===== src/hdl/indexed_list_insert_delete_assert.svh =====
// assertion macros for the indexed list block
`ifndef INDEXED_LIST_INSERT_DELETE_ASSERT_SVH
`define INDEXED_LIST_INSERT_DELETE_ASSERT_SVH

// same-cycle implication, sampled on clk, off while rst_n is low
`define ILID_ASSERT_IMPL(lbl, ante, cons, msg) \
  lbl: assert property (@(posedge clk) disable iff (!rst_n) (ante) |-> (cons)) \
    else $error(msg);

// next-cycle implication, sampled on clk, off while rst_n is low
`define ILID_ASSERT_NEXT(lbl, ante, cons, msg) \
  lbl: assert property (@(posedge clk) disable iff (!rst_n) (ante) |=> (cons)) \
    else $error(msg);

`endif


===== src/hdl/ilid_pkg.sv =====
// shared types and command codes of the indexed list block
package ilid_pkg;

  localparam int POS_W       = 7;
  localparam int IO_VALUE_W  = 32;
  localparam int OUT_COUNT_W = 7;

  localparam logic [1:0] CMD_INSERT = 2'd0;
  localparam logic [1:0] CMD_DELETE = 2'd1;
  localparam logic [1:0] CMD_GET    = 2'd2;

  typedef struct packed {
    logic [1:0]            cmd;
    logic [POS_W-1:0]      position;
    logic [IO_VALUE_W-1:0] item_value;
  } ilid_req_t;

  typedef struct packed {
    logic                   ok;
    logic [IO_VALUE_W-1:0]  read_value;
    logic [OUT_COUNT_W-1:0] entry_count;
  } ilid_resp_t;

  // broadcast to every cell, already qualified by range checks
  typedef struct packed {
    logic             do_insert;
    logic             do_delete;
    logic             do_get;
    logic [POS_W-1:0] position;
  } ilid_cell_ctrl_t;

  // result fields that travel beside the read tree
  typedef struct packed {
    logic                   ok;
    logic [OUT_COUNT_W-1:0] entry_count;
  } ilid_side_t;

endpackage


===== src/hdl/ilid_cell.sv =====
// one list slot: holds an entry and shifts with its neighbors
module ilid_cell
  import ilid_pkg::*;
#(
  parameter int unsigned INDEX       = 0,
  parameter int          VALUE_WIDTH = 32
) (
  input  logic                   clk,
  input  ilid_cell_ctrl_t        ctrl,
  input  logic [VALUE_WIDTH-1:0] new_value,
  input  logic [VALUE_WIDTH-1:0] left_value,
  input  logic [VALUE_WIDTH-1:0] right_value,
  output logic [VALUE_WIDTH-1:0] value_o,
  output logic [VALUE_WIDTH-1:0] read_leaf
);

  logic [VALUE_WIDTH-1:0] value_r, value_nxt;
  logic                   hit;
  logic                   above;

  assign hit   = (32'(ctrl.position) == INDEX);
  assign above = (32'(ctrl.position) < INDEX);

  always_comb begin
    value_nxt = value_r;
    if (ctrl.do_insert) begin
      if (hit) begin
        value_nxt = new_value;
      end else if (above) begin
        value_nxt = left_value;
      end
    end else if (ctrl.do_delete) begin
      if (hit || above) begin
        value_nxt = right_value;
      end
    end
  end

  always_ff @(posedge clk) begin
    value_r <= value_nxt;
  end

  assign value_o   = value_r;
  assign read_leaf = (ctrl.do_get && hit) ? value_r : '0;

endmodule


===== config.mk =====
export PLATFORM = sky130hd
export DESIGN_NAME = ilid_cell
export DESIGN_NICKNAME = d
export VERILOG_FILES = /design/src/hdl/indexed_list_insert_delete_assert.svh /design/src/hdl/ilid_pkg.sv /design/src/hdl/ilid_cell.sv
export SDC_FILE = /design/constraint.sdc
export NUM_CORES = 1
export LEC_CHECK = 0
export ABC_AREA = 1
export BUFFER_PORTS_ARGS = -buffer_cell sky130_fd_sc_hd__clkbuf_2
export CORE_MARGIN = 2
export CORE_UTILIZATION = 37
export DETAILED_ROUTE_END_ITERATION = 16
export GPL_TIMING_DRIVEN = 0
export PLACE_DENSITY_LB_ADDON = 0.08
export SLEW_MARGIN = 25
export SYNTH_ARGS = -nofsm -noshare
export SYNTH_HDL_FRONTEND = slang
export SYNTH_SLANG_ARGS = --single-unit

===== constraint.sdc =====
create_clock -name clk -period 3.2 [get_ports clk]
set_input_delay 0.64 -clock clk [delete_from_list [all_inputs] [get_ports clk]]
set_output_delay 0.64 -clock clk [all_outputs]
set_load 0.01 [all_outputs]

==> metrics.md <==
| Metric | Value |
|---|---|
| HPWL after DPL | `3355 um` |
| Root Driver | `clkbuf_8` |
| Setup repair bufs after CTS | `0` |
| Final core utilization | `57.25%` |
| DIE WIDTH | `74.12 um` |
| Power, Total | `0.8631 mW` |
| Met3 usage | `5.827%` |
| DR WL/cell | `11.29 um` |
| First-pass detailed-route iteration total | `4` |
| GRT Resource Usage Total | `15.25%` |
| Worst Tran Pin Value | `480.7 ps` |
| Initial Util | `38.52%` |
| Startpoint types | `input port` |
| Most common cell after layout, fill and taps aside | `clkbuf_2` |
| Outcome | `finished clean` |
| Vias | `1,518` |
| CTS buffer count | `5` |
| Worst-path maximum fanout | `10` |
| Final setup vio count | `0` |
| CP Data Arrival Time | `1520 ps` |
| Critical Path Sink Type | `output port` |
| Number of global-route vias before repair | `1,436` |
| CP Capture Point | `read_leaf[30]` |
| Avg Cell Area, Syn | `12.13 um2` |
| Worst Hold Class | `in2reg` |
| Crit share post-route | `67.54%` |
| Yosys Warn Count | `0` |
| DP Worst Slack | `999.1 ps` |
| CTS Buffer Depth | `2` |
| Max-cap violations | `0` |
| Area Overhead vs Synth | `48.62%` |
| Slew Limit Headroom | `67.87%` |
| Dpl cell area | `2624 um2` |
| Post-Route WL | `4098 um` |
| Grt met1 use | `14.31%` |
| Netlist Area Pre-Place | `1819 um2` |
| Yosys cell types | `10` |
| Clock slew at reported path FFs | `60 ps` |
| Antenna viol nets, final | `0` |
| CTS tree | `done` |
| Clock sink count | `32` |
| First-pass GRT wire length | `6147 um` |
| RSZ-0062 raised after global routing | `no` |
| Antenna violations before repair | `0` |
| Commonest non-fill, non-tap cells in the layout | `clkbuf_2, inv_1, edfxtp_1, nor2_2, mux2_2` |
| WHS | `658.5 ps` |
| IO Port Bufs | `137` |
| Busiest layer in global routing | `met2` |
| Die H | `74.12 um` |
| Leakage Power | `1.394 nW` |
| CP Launch Point | `ctrl[6]` |
| ANT cells | `0` |
| Number of remaining DRC errors | `0` |
| Seq/Total Area, Yosys | `52.82%` |
| Fill count | `412` |
| Gpl congestion | `0.7763` |
| Critical path required time | `2560 ps` |
| Fin nets | `402` |
| Largest net degree at the start of global routing | `19` |
| Power density cells | `319.2 nW/um2` |
| Worst IR Drop VDD | `165.7 uV` |
| Detailed router's first-iteration violation count | `16` |
| Mapped Nets | `257` |
| Final slew viol count | `0` |
| CTS Hold Bufs | `0` |
| Htree depth | `2` |
| Post-route cell area | `2704 um2` |
| Final WS setup | `1039 ps` |
| Yosys reg bits | `32` |
| Rows | `25` |
| Fin. Hold Viols | `0` |
| Die area | `5494 um2` |
| Via density | `4.182` |
| Max FFs per register | `32` |
| Post-Syn Instances | `150` |
| GRT met2 Usage | `28.97%` |
| GRT overflow | `0` |
| Core Region | `4723 um2` |
| Top-level port count | `171` |
| Share of layout cells above drive strength 1 | `72.97%` |
| Period minus WS final | `2161 ps` |
| Achievable frequency | `462.7 MHz` |
| CTS resizes | `0` |
| Crit path kind | `in2out` |
==> cell usage after synthesis <==
cell type	instances	share of area, %
mux2_4	5	4.1
nand3_4	1	0.96
nor2_4	2	1.2
inv_1	38	7.8
edfxtp_1	32	53
nand2_1	4	0.83
mux2_2	27	17
nor2_2	30	10
buf_6	7	4.3
nor2_1	4	0.83
==> stage by stage <==
stage | std cells | setup TNS [ps]
CTS | 363 | 0
detailed placement | 355 | 0
floorplan | 150 | 0
global route | 363 | 0
global placement | 354 | -11240
finish | 363 | 0
==> worst min path at each step <==
stage | startpoint | endpoint | slack, ps | depth (start not counted)
after floorplan | new_value[21] | value_o[21] | 860 | 1
after global placement | right_value[26] | value_o[26] | 940 | 2
after detailed placement | new_value[26] | value_o[26] | 940 | 2
after CTS | new_value[26] | value_o[26] | 650 | 2
after global routing | new_value[21] | value_o[21] | 650 | 2
final | new_value[21] | value_o[21] | 660 | 2
==> kinds of logic (layout without fill, tap and decap cells) <==
logic type	after synthesis	after routing	synth area share, %
buffers and inverters	45	191	12.17
DFF	32	32	52.82
muxes	32	32	20.84
and+or+nand+nor	41	41	14.17
==> power by group <==
part	internal [mW]	switching, mW
clock network	0.151	0.137
logic	0.0714	0.0356
registers	0.467	0.00103
total	0.689	0.174
==> cell type report <==
type	count	area, um2	area share [%]
inverters	38	142.6	5.275
clock inverters	1	3.754	0.1388
flip-flops and latches	32	960.9	35.54
clock buffers	7	76.32	2.823
plain buffers	7	78.83	2.915
multi-input cells	73	644.4	23.83
well taps	67	83.83	3.100
repair buffers	138	713.2	26.38
==> routing by layer <==
layer	vias to the layer above	part of all wire (%)
met5	-	0
met1	668	34
li1	761	-
met3	8	11
met2	81	54
met4	0	1.8
==> worst max-delay path, stage by stage <==
cell and delay (ps):
clkbuf_2 80, inv_1 40, nand2_1 60, nor2_2 170, nand3_4 130, buf_6 180
nor2_2 80, clkbuf_2 140
Power figures use the tool's default switching activity.
